===== src/sdls_pkg.sv =====
`default_nettype none
// ----------------------------------------------------------------------------
// sdls_pkg: slot disc loader sequencer package
// Shared codes, register defaults and the state, config and result structs.
// ----------------------------------------------------------------------------
package sdls_pkg;

    localparam int unsigned CMD_W   = 3;
    localparam int unsigned STEP_W  = 4;
    localparam int unsigned STAT_W  = 3;
    localparam int unsigned MSG_W   = 3;
    localparam int unsigned PZ_W    = 3;
    localparam int unsigned CNT_W   = 8;
    localparam int unsigned CFG_W   = 8;
    localparam int unsigned CFG_IDX_W = 2;

    // host commands
    localparam logic [CMD_W-1:0] CMD_NONE    = 3'd0;
    localparam logic [CMD_W-1:0] CMD_OPEN    = 3'd1;
    localparam logic [CMD_W-1:0] CMD_FORCE   = 3'd2;
    localparam logic [CMD_W-1:0] CMD_REINIT  = 3'd3;
    localparam logic [CMD_W-1:0] CMD_PWR_ACK = 3'd4;

    // disc status
    localparam logic [STAT_W-1:0] ST_ABSENT    = 3'd0;
    localparam logic [STAT_W-1:0] ST_PRESENT   = 3'd1;
    localparam logic [STAT_W-1:0] ST_LOADING   = 3'd2;
    localparam logic [STAT_W-1:0] ST_EJECTING  = 3'd3;
    localparam logic [STAT_W-1:0] ST_WAIT_TAKE = 3'd4;

    // host messages
    localparam logic [MSG_W-1:0] MSG_NONE       = 3'd0;
    localparam logic [MSG_W-1:0] MSG_PWR_REQ    = 3'd1;
    localparam logic [MSG_W-1:0] MSG_LOADED     = 3'd2;
    localparam logic [MSG_W-1:0] MSG_INS_LOADED = 3'd3;
    localparam logic [MSG_W-1:0] MSG_EJECTED    = 3'd4;
    localparam logic [MSG_W-1:0] MSG_FORCED     = 3'd5;

    // pause requests
    localparam logic [PZ_W-1:0] PZ_NONE      = 3'd0;
    localparam logic [PZ_W-1:0] PZ_WAIT      = 3'd1;
    localparam logic [PZ_W-1:0] PZ_WAIT_1000 = 3'd2;
    localparam logic [PZ_W-1:0] PZ_DLY_20    = 3'd3;
    localparam logic [PZ_W-1:0] PZ_DLY_100   = 3'd4;
    localparam logic [PZ_W-1:0] PZ_DLY_1000  = 3'd5;
    localparam logic [PZ_W-1:0] PZ_DLY_5000  = 3'd6;

    // sequence steps
    localparam logic [STEP_W-1:0] STEP_START     = 4'd0;
    localparam logic [STEP_W-1:0] STEP_WAIT_DISC = 4'd1;
    localparam logic [STEP_W-1:0] STEP_LOAD_REQ  = 4'd2;
    localparam logic [STEP_W-1:0] STEP_LOAD_ACK  = 4'd3;
    localparam logic [STEP_W-1:0] STEP_LOADING   = 4'd4;
    localparam logic [STEP_W-1:0] STEP_EJ_REQ    = 4'd5;
    localparam logic [STEP_W-1:0] STEP_EJ_ACK    = 4'd6;
    localparam logic [STEP_W-1:0] STEP_EJECTING  = 4'd7;
    localparam logic [STEP_W-1:0] STEP_TAKEAWAY  = 4'd8;
    localparam logic [STEP_W-1:0] STEP_FORCE_REQ = 4'd9;
    localparam logic [STEP_W-1:0] STEP_FORCE_ACK = 4'd10;
    localparam logic [STEP_W-1:0] STEP_FORCE_END = 4'd11;

    // motor pins: bit 0 in, bit 1 out
    localparam logic [1:0] MOTOR_STOP = 2'b00;
    localparam logic [1:0] MOTOR_IN   = 2'b01;
    localparam logic [1:0] MOTOR_OUT  = 2'b10;

    // configuration register indexes and defaults
    localparam logic [CFG_IDX_W-1:0] REG_LOAD_TO     = 2'd0;
    localparam logic [CFG_IDX_W-1:0] REG_EJECT_TO    = 2'd1;
    localparam logic [CFG_IDX_W-1:0] REG_TAKEAWAY_TO = 2'd2;

    localparam logic [CFG_W-1:0] LOAD_TO_RST     = 8'd200;
    localparam logic [CFG_W-1:0] EJECT_TO_RST    = 8'd200;
    localparam logic [CFG_W-1:0] TAKEAWAY_TO_RST = 8'd80;

    typedef struct packed {
        logic [STEP_W-1:0] seq_step;
        logic [STAT_W-1:0] status;
        logic [CNT_W-1:0]  wait_count;
        logic              user_ins;
        logic [1:0]        motor;
    } t_state;

    typedef struct packed {
        logic [CFG_W-1:0] load_to;
        logic [CFG_W-1:0] eject_to;
        logic [CFG_W-1:0] takeaway_to;
    } t_cfg;

    typedef struct packed {
        logic [1:0]        motor;
        logic [STAT_W-1:0] status;
        logic [MSG_W-1:0]  msg;
        logic [PZ_W-1:0]   pause;
    } t_result;

endpackage
`default_nettype wire


===== src/sdls_step.sv =====
`default_nettype none
// ----------------------------------------------------------------------------
// sdls_step: one sequencer activation
// Applies the host command, then runs one step of the load/eject sequence.
// ----------------------------------------------------------------------------
module sdls_step (
    input  var sdls_pkg::t_state                 i_state,
    input  var sdls_pkg::t_cfg                   i_cfg,
    input  wire logic [sdls_pkg::CMD_W-1:0]      i_cmd,
    input  wire logic                            i_slot,
    input  wire logic                            i_out_end,
    input  wire logic                            i_loaded,
    output sdls_pkg::t_state                     o_state,
    output sdls_pkg::t_result                    o_result
);

    logic [sdls_pkg::STEP_W-1:0] step;
    logic [sdls_pkg::CNT_W-1:0]  wc_inc;
    logic [sdls_pkg::MSG_W-1:0]  msg;
    logic [sdls_pkg::PZ_W-1:0]   pause;
    sdls_pkg::t_state            ns;

    assign wc_inc = i_state.wait_count + 8'd1;

    // command overrides the step
    always_comb begin
        step = i_state.seq_step;
        if (i_cmd == sdls_pkg::CMD_OPEN) begin
            if (i_state.status == sdls_pkg::ST_WAIT_TAKE) begin
                step = sdls_pkg::STEP_LOAD_REQ;
            end else if (i_state.status == sdls_pkg::ST_PRESENT) begin
                step = sdls_pkg::STEP_EJ_REQ;
            end
        end else if (i_cmd == sdls_pkg::CMD_FORCE) begin
            step = sdls_pkg::STEP_FORCE_REQ;
        end else if (i_cmd == sdls_pkg::CMD_REINIT) begin
            step = sdls_pkg::STEP_START;
        end
    end

    always_comb begin
        ns          = i_state;
        ns.seq_step = step;
        msg         = sdls_pkg::MSG_NONE;
        pause       = sdls_pkg::PZ_NONE;
        unique case (step)
            sdls_pkg::STEP_START: begin
                ns.motor  = sdls_pkg::MOTOR_STOP;
                ns.status = sdls_pkg::ST_ABSENT;
                if (i_loaded) begin
                    ns.status = sdls_pkg::ST_PRESENT;
                    pause     = sdls_pkg::PZ_WAIT;
                end else if (i_slot) begin
                    ns.seq_step = sdls_pkg::STEP_LOAD_REQ;
                end else begin
                    ns.seq_step = sdls_pkg::STEP_WAIT_DISC;
                end
            end
            sdls_pkg::STEP_WAIT_DISC: begin
                if (i_slot) begin
                    ns.seq_step = sdls_pkg::STEP_LOAD_REQ;
                end else begin
                    pause       = sdls_pkg::PZ_DLY_20;
                    ns.status   = sdls_pkg::ST_ABSENT;
                    ns.user_ins = 1'b1;
                end
            end
            sdls_pkg::STEP_LOAD_REQ, sdls_pkg::STEP_EJ_REQ,
            sdls_pkg::STEP_FORCE_REQ: begin
                msg         = sdls_pkg::MSG_PWR_REQ;
                pause       = sdls_pkg::PZ_WAIT_1000;
                ns.seq_step = step + 4'd1;
            end
            sdls_pkg::STEP_LOAD_ACK: begin
                if (i_cmd == sdls_pkg::CMD_PWR_ACK) begin
                    ns.motor    = sdls_pkg::MOTOR_IN;
                    ns.seq_step = sdls_pkg::STEP_LOADING;
                    ns.status   = sdls_pkg::ST_LOADING;
                end else begin
                    ns.seq_step = sdls_pkg::STEP_WAIT_DISC;
                    pause       = sdls_pkg::PZ_DLY_1000;
                end
            end
            sdls_pkg::STEP_LOADING: begin
                if (i_loaded) begin
                    ns.wait_count = '0;
                    ns.motor      = sdls_pkg::MOTOR_STOP;
                    msg           = sdls_pkg::MSG_LOADED;
                    if (i_state.user_ins) begin
                        ns.user_ins = 1'b0;
                        msg         = sdls_pkg::MSG_INS_LOADED;
                    end
                    ns.status = sdls_pkg::ST_PRESENT;
                    pause     = sdls_pkg::PZ_WAIT;
                end else begin
                    if (!i_slot) begin
                        ns.wait_count = '0;
                        ns.seq_step   = sdls_pkg::STEP_START;
                    end else if (wc_inc == i_cfg.load_to) begin
                        ns.motor      = sdls_pkg::MOTOR_STOP;
                        ns.seq_step   = sdls_pkg::STEP_TAKEAWAY;
                        ns.wait_count = '0;
                    end else begin
                        ns.wait_count = wc_inc;
                    end
                    pause = sdls_pkg::PZ_DLY_20;
                end
            end
            sdls_pkg::STEP_EJ_ACK: begin
                if (i_cmd == sdls_pkg::CMD_PWR_ACK) begin
                    ns.motor    = sdls_pkg::MOTOR_OUT;
                    ns.seq_step = sdls_pkg::STEP_EJECTING;
                    ns.status   = sdls_pkg::ST_EJECTING;
                end else begin
                    ns.seq_step = sdls_pkg::STEP_EJ_REQ;
                    pause       = sdls_pkg::PZ_DLY_1000;
                end
            end
            sdls_pkg::STEP_EJECTING: begin
                if (i_out_end) begin
                    ns.wait_count = '0;
                    ns.motor      = sdls_pkg::MOTOR_STOP;
                    ns.seq_step   = sdls_pkg::STEP_TAKEAWAY;
                    ns.status     = sdls_pkg::ST_WAIT_TAKE;
                    msg           = sdls_pkg::MSG_EJECTED;
                end else if (wc_inc > i_cfg.eject_to) begin
                    ns.wait_count = '0;
                    ns.motor      = sdls_pkg::MOTOR_STOP;
                    ns.seq_step   = sdls_pkg::STEP_START;
                    ns.status     = sdls_pkg::ST_WAIT_TAKE;
                    msg           = sdls_pkg::MSG_EJECTED;
                end else begin
                    ns.wait_count = wc_inc;
                    pause         = sdls_pkg::PZ_DLY_20;
                end
            end
            sdls_pkg::STEP_TAKEAWAY: begin
                if (!i_slot) begin
                    ns.wait_count = '0;
                    ns.seq_step   = sdls_pkg::STEP_WAIT_DISC;
                end else begin
                    if (wc_inc > i_cfg.takeaway_to) begin
                        ns.wait_count = '0;
                        ns.seq_step   = sdls_pkg::STEP_WAIT_DISC;
                    end else begin
                        ns.wait_count = wc_inc;
                    end
                    pause = sdls_pkg::PZ_DLY_100;
                end
            end
            sdls_pkg::STEP_FORCE_ACK: begin
                if (i_cmd == sdls_pkg::CMD_PWR_ACK) begin
                    ns.motor    = sdls_pkg::MOTOR_OUT;
                    ns.seq_step = sdls_pkg::STEP_FORCE_END;
                    pause       = sdls_pkg::PZ_DLY_5000;
                end else begin
                    ns.seq_step = sdls_pkg::STEP_FORCE_REQ;
                    pause       = sdls_pkg::PZ_DLY_1000;
                end
            end
            sdls_pkg::STEP_FORCE_END: begin
                msg         = sdls_pkg::MSG_FORCED;
                ns.motor    = sdls_pkg::MOTOR_STOP;
                ns.seq_step = sdls_pkg::STEP_START;
            end
            default: begin
                ns.seq_step = sdls_pkg::STEP_START;
            end
        endcase
    end

    assign o_state         = ns;
    assign o_result.motor  = ns.motor;
    assign o_result.status = ns.status;
    assign o_result.msg    = msg;
    assign o_result.pause  = pause;

endmodule
`default_nettype wire


===== src/slot_disc_loader_sequencer.sv =====
`default_nettype none
// ----------------------------------------------------------------------------
// slot_disc_loader_sequencer: slot-in disc loader control
// Runs one load/eject sequence step per transfer and reports motor pins,
// disc status, host message and pause request.
//
//   channel   dir   handshake                    payload
//   input     in    i_in_valid / o_in_stall      cmd, three sensor levels
//   result    out   o_out_valid / i_out_stall    motor pins, status, msg, pause
//   config    in    i_cfg_we                     i_cfg_idx, i_cfg_data
//
// One transfer per cycle unless stalled; a result follows in the next cycle.
// The step logic sits between the state registers and the result register.
// o_in_stall is high only while a held result is stalled.
// Synchronous active-low reset; transfers are taken straight after reset.
// ----------------------------------------------------------------------------
module slot_disc_loader_sequencer (
    input  wire logic                                i_clk,
    input  wire logic                                i_rst_n,
    input  wire logic                                i_cfg_we,
    input  wire logic [sdls_pkg::CFG_IDX_W-1:0]      i_cfg_idx,
    input  wire logic [sdls_pkg::CFG_W-1:0]          i_cfg_data,
    input  wire logic                                i_in_valid,
    output      logic                                o_in_stall,
    input  wire logic [sdls_pkg::CMD_W-1:0]          i_cmd,
    input  wire logic                                i_slot_sensor,
    input  wire logic                                i_eject_end_sensor,
    input  wire logic                                i_loaded_sensor,
    output      logic                                o_out_valid,
    input  wire logic                                i_out_stall,
    output      logic                                o_motor_in,
    output      logic                                o_motor_out,
    output      logic [sdls_pkg::STAT_W-1:0]         o_disc_status,
    output      logic [sdls_pkg::MSG_W-1:0]          o_host_msg,
    output      logic [sdls_pkg::PZ_W-1:0]           o_pause_req
);

    sdls_pkg::t_cfg    r_cfg;
    sdls_pkg::t_state  r_state;
    sdls_pkg::t_state  n_state;
    sdls_pkg::t_result r_result;
    sdls_pkg::t_result n_result;
    logic              r_out_valid;
    logic              accept;

    assign o_in_stall = r_out_valid & i_out_stall;
    assign accept     = i_in_valid & ~o_in_stall;

    sdls_step u_step (
        .i_state   (r_state),
        .i_cfg     (r_cfg),
        .i_cmd     (i_cmd),
        .i_slot    (i_slot_sensor),
        .i_out_end (~i_eject_end_sensor),
        .i_loaded  (~i_loaded_sensor),
        .o_state   (n_state),
        .o_result  (n_result)
    );

    always_ff @(posedge i_clk) begin
        if (!i_rst_n) begin
            r_cfg.load_to     <= sdls_pkg::LOAD_TO_RST;
            r_cfg.eject_to    <= sdls_pkg::EJECT_TO_RST;
            r_cfg.takeaway_to <= sdls_pkg::TAKEAWAY_TO_RST;
        end else if (i_cfg_we) begin
            unique case (i_cfg_idx)
                sdls_pkg::REG_LOAD_TO:     r_cfg.load_to     <= i_cfg_data;
                sdls_pkg::REG_EJECT_TO:    r_cfg.eject_to    <= i_cfg_data;
                sdls_pkg::REG_TAKEAWAY_TO: r_cfg.takeaway_to <= i_cfg_data;
                default: ;
            endcase
        end
    end

    always_ff @(posedge i_clk) begin
        if (!i_rst_n) begin
            r_state.seq_step   <= sdls_pkg::STEP_START;
            r_state.status     <= sdls_pkg::ST_ABSENT;
            r_state.wait_count <= '0;
            r_state.user_ins   <= 1'b0;
            r_state.motor      <= sdls_pkg::MOTOR_STOP;
            r_out_valid        <= 1'b0;
        end else begin
            if (accept) begin
                r_state     <= n_state;
                r_out_valid <= 1'b1;
            end else if (!i_out_stall) begin
                r_out_valid <= 1'b0;
            end
        end
    end

    // hold the result while stalled
    always_ff @(posedge i_clk) begin
        if (accept) begin
            r_result <= n_result;
        end
    end

    assign o_out_valid   = r_out_valid;
    assign o_motor_in    = r_result.motor[0];
    assign o_motor_out   = r_result.motor[1];
    assign o_disc_status = r_result.status;
    assign o_host_msg    = r_result.msg;
    assign o_pause_req   = r_result.pause;

endmodule
`default_nettype wire


===== config.mk =====
export PLATFORM = sky130hd
export DESIGN_NAME = slot_disc_loader_sequencer
export DESIGN_NICKNAME = d
export VERILOG_FILES = /design/src/sdls_pkg.sv /design/src/sdls_step.sv /design/src/slot_disc_loader_sequencer.sv
export SDC_FILE = /design/constraint.sdc
export NUM_CORES = 1
export LEC_CHECK = 0
export BUFFER_PORTS_ARGS = -buffer_cell sky130_fd_sc_hd__buf_2
export CELL_PAD_IN_SITES_DETAIL_PLACEMENT = 1
export CELL_PAD_IN_SITES_GLOBAL_PLACEMENT = 1
export CORE_MARGIN = 1.5
export CORE_UTILIZATION = 48
export CTS_CLUSTER_SIZE = 14
export DETAILED_ROUTE_END_ITERATION = 7
export MAX_ROUTING_LAYER = met4
export PLACE_DENSITY_LB_ADDON = 0.1
export SYNTH_ARGS = -nofsm -noshare
export SYNTH_HDL_FRONTEND = slang
export SYNTH_SLANG_ARGS = --single-unit
export TNS_END_PERCENT = 50

===== constraint.sdc =====
create_clock -name i_clk -period 7.47 [get_ports i_clk]
set_input_delay 1.8675 -clock i_clk [delete_from_list [all_inputs] [get_ports i_clk]]
set_output_delay 1.8675 -clock i_clk [all_outputs]
set_load 0.02 [all_outputs]

==> run metrics <==
outcome=complete, no violations; vias in the first global route=approximately 3400; chip width=89.5 µm; post-route clock period utilization=0.613; Synth Instances=between 400 and 500; Leak=about 1.6 nW; Synth top cells by count=57 x nand2_1, 43 x dfxtp_1, 33 x nor2_1, 32 x inv_1, 31 x o21ai_0; TritonCTS clock tree=done; Slew @ Worst Pin=0.775 ns; flop-to-flop setup slack=3.65 ns; Port Buffers=33; Tot GR Track Use=0.282; Post-CTS Resized=0; antenna-violating nets left=0; CTS Buffer Depth=2; Worst EP arrival=4.82 ns; Syn Area/Cell=just over 8 µm²; share of cells above drive strength 1=0.128; Critical Path Start=i_cmd[2]; Site Rows=31; ys async rst share=0; Max Cap Viol=0; reg2reg path depth=12; WP depth=11; Synth Cell Area=between 0.003 and 0.004 mm²; worst setup path category=in2reg; largest net degree at the start of global routing=41; core footprint=approximately 0.0073 mm²; Vias=~3300; crit path cell chain=buf_2 > nand2b_2 > nor2_1 > a22o_1 > ha_1 > o21ai_0 > nor2_1 > a22oi_1 > a211o_2 > o21ba_1 > o22ai_1; wire per inst=18.3 µm; clk_lat worst skew=between 0.3 and 0.4 ns; initial DRC count=123; Max stage delay cell, worst path=ha_1; Area Growth Syn to Fin=9.20%; final net count=501; area leader, netlist=dfxtp_1; slowest stage delay, CP=0.51 ns; H-Tree Depth=2; GR Layer Usage met2=0.499; peak supply drop=73.4 µV; Final Hold Violating Endpoints=0; Syn. warnings=0; Final Critical Period=4.58 ns; # hold bufs at CTS=0; post-synth top area share=0.240; Hold Path Class=reg2reg; crit-path most repeated cell=nor2_1; global route overflow=0; Post-synth EDFFs=11; worst setup path end=r_state[10]; Max Fclk=218 MHz; Post-CTS Setup Inserts=0; DP Wirelength=7810 µm; Setup violations, final=0; Seq/Total Area, Yosys=0.332; total negative slack=0 ns; #FFs+latches synth=54; gpl congestion=0.938; RR Startpoint=r_state[3]; Sink Count=54; initial antenna violation count=0; DRC violations left=0; Syn Nets=479; worst hold slack=0.478 ns; ant diodes=0; Die Y=89.5 µm; WL final=approximately 10000 µm; pre-CTS WS=2.58 ns; CP endpoint kind=flop; Worst slew margin=0.481; GRT Max-Usage Layer=met2; RSZ-0062 raised after global routing=false; required time of the critical path=7.71 ns; number of buffers and inverters on the critical path=1; clock-pin transition on the worst setup and hold timing paths=0.11 ns; CP Max Fanout=15; top-count cell post-synth=nand2_1; top post-synthesis cells by area=dfxtp_1 24%, edfxtp_1 9.2%, ha_1 7.3%; CP Launch Type=input port; final worst slack=~2.9 ns; Main synth FF type=dfxtp_1; Pre-Repair DR Iteration Count=4; Initial Utilization=0.495; CTS Root Cell=clkbuf_8; die footprint=0.00801 mm²; delay-heaviest family, CP=compound AO/OA/AOI/OAI gates; routed vias/inst=5.91; Num CTS Buffers=5; Synth cell types=66; FF-to-FF End=r_state[10]; met1 Track Usage GR=0.320; global-route wire length before repair=16600 µm; setup clock skew after layout=roughly 0.012 ns; met3 usage=0.0351; I/O Pins=34; PwrDens=163 mW/mm²; final slew viol count=0
## power by group
part | switching (W) | internal (W)
Clock | 0.000108 | 0.0000891
Sequential | 0.00000747 | 0.000311
Combinational | 0.0000787 | 0.0000458
Total | 0.000194 | 0.000445
## cell usage in the layout (no fill, tap or decap), types with 7 or more instances in the layout
cell type	instances
nor2b_1	16
and2_1	8
dfxtp_1	43
o21ai_0	31
nor2_1	33
inv_1	32
nand3_1	10
ha_1	21
nand2_1	57
a21oi_1	23
edfxtp_1	11
nand4_1	7
buf_2	33
o211ai_1	8
mux2i_1	14
a21boi_0	9
## worst min-delay path by stage
stage / from / to / cells after the start
2_1_floorplan: r_cfg[10] / r_cfg[10] / 2
3_3_place_gp: r_cfg[10] / r_cfg[10] / 2
3_5_place_dp: r_cfg[12] / r_cfg[12] / 2
4_1_cts: r_cfg[12] / r_cfg[12] / 2
5_1_grt: r_cfg[9] / r_cfg[9] / 2
6_report: r_cfg[12] / r_cfg[12] / 2
## state kept, by name, summed over array words and instances (netlist names)
| signal | flops |
|---|---|
| o_motor_out | 1 |
| o_out_valid | 1 |
| o_motor_in | 1 |
| r_cfg | 24 |
| o_host_msg | 3 |
| o_disc_status | 3 |
| o_pause_req | 3 |
| r_state | 18 |
## area by class of cell
| cell class | instances | area (µm²) |
|---|---|---|
| clock buffers | 6 | 93.8 |
| flip-flops and latches | 54 | 1190 |
| well taps | 99 | 124 |
| clock inverters | 2 | 17.5 |
| inverters | 33 | 124 |
| fillers | 935 | 3330 |
| repair buffers | 35 | 180 |
| multi-input cells | 330 | 2190 |
## worst register-to-register path: cells and delay by family, from the launching register on
| kind | cells | cell delay, ns |
|---|---|---|
| compound gates | 7 | 1.85 |
| fa+ha+maj | 2 | 0.65 |
| flops | 1 | 0.59 |
| xor+xnor | 1 | 0.37 |
| simple gates | 1 | 0.15 |
| buf+inv | 1 | 0.13 |
## metal layers
| metal | routed length [µm] | vias up |
|---|---|---|
| li1 | - | 1603 |
| met1 | 4370 | 1603 |
| met2 | 5290 | 74 |
| met3 | 305 | 24 |
| met4 | 274 | 0 |
| met5 | 0 | - |
## cells by family after synthesis
logic type	Yosys count	share of synthesized area
AO/OA/AOI/OAI	123	0.231
XOR/XNOR	13	0.0439
adder cells (fa/ha/maj)	21	0.0732
buffers and inverters	53	0.0582
flip-flops	54	0.332
multiplexers	15	0.0422
AND/OR/NAND/NOR	158	0.220
## through the flow
step | cells | power [W] | cell area (µm²) | utilization
6_report | 559 | 0.000640 | 3920 | 0.541
2_1_floorplan | 437 | 0.000409 | 3590 | -
3_3_place_gp | 551 | 0.000444 | 3810 | 0.525
5_1_grt | 559 | 0.000669 | 3920 | 0.541
3_5_place_dp | 551 | 0.000448 | 3810 | 0.525
4_1_cts | 559 | 0.000643 | 3920 | 0.541
Power figures use the tool's default switching activity.
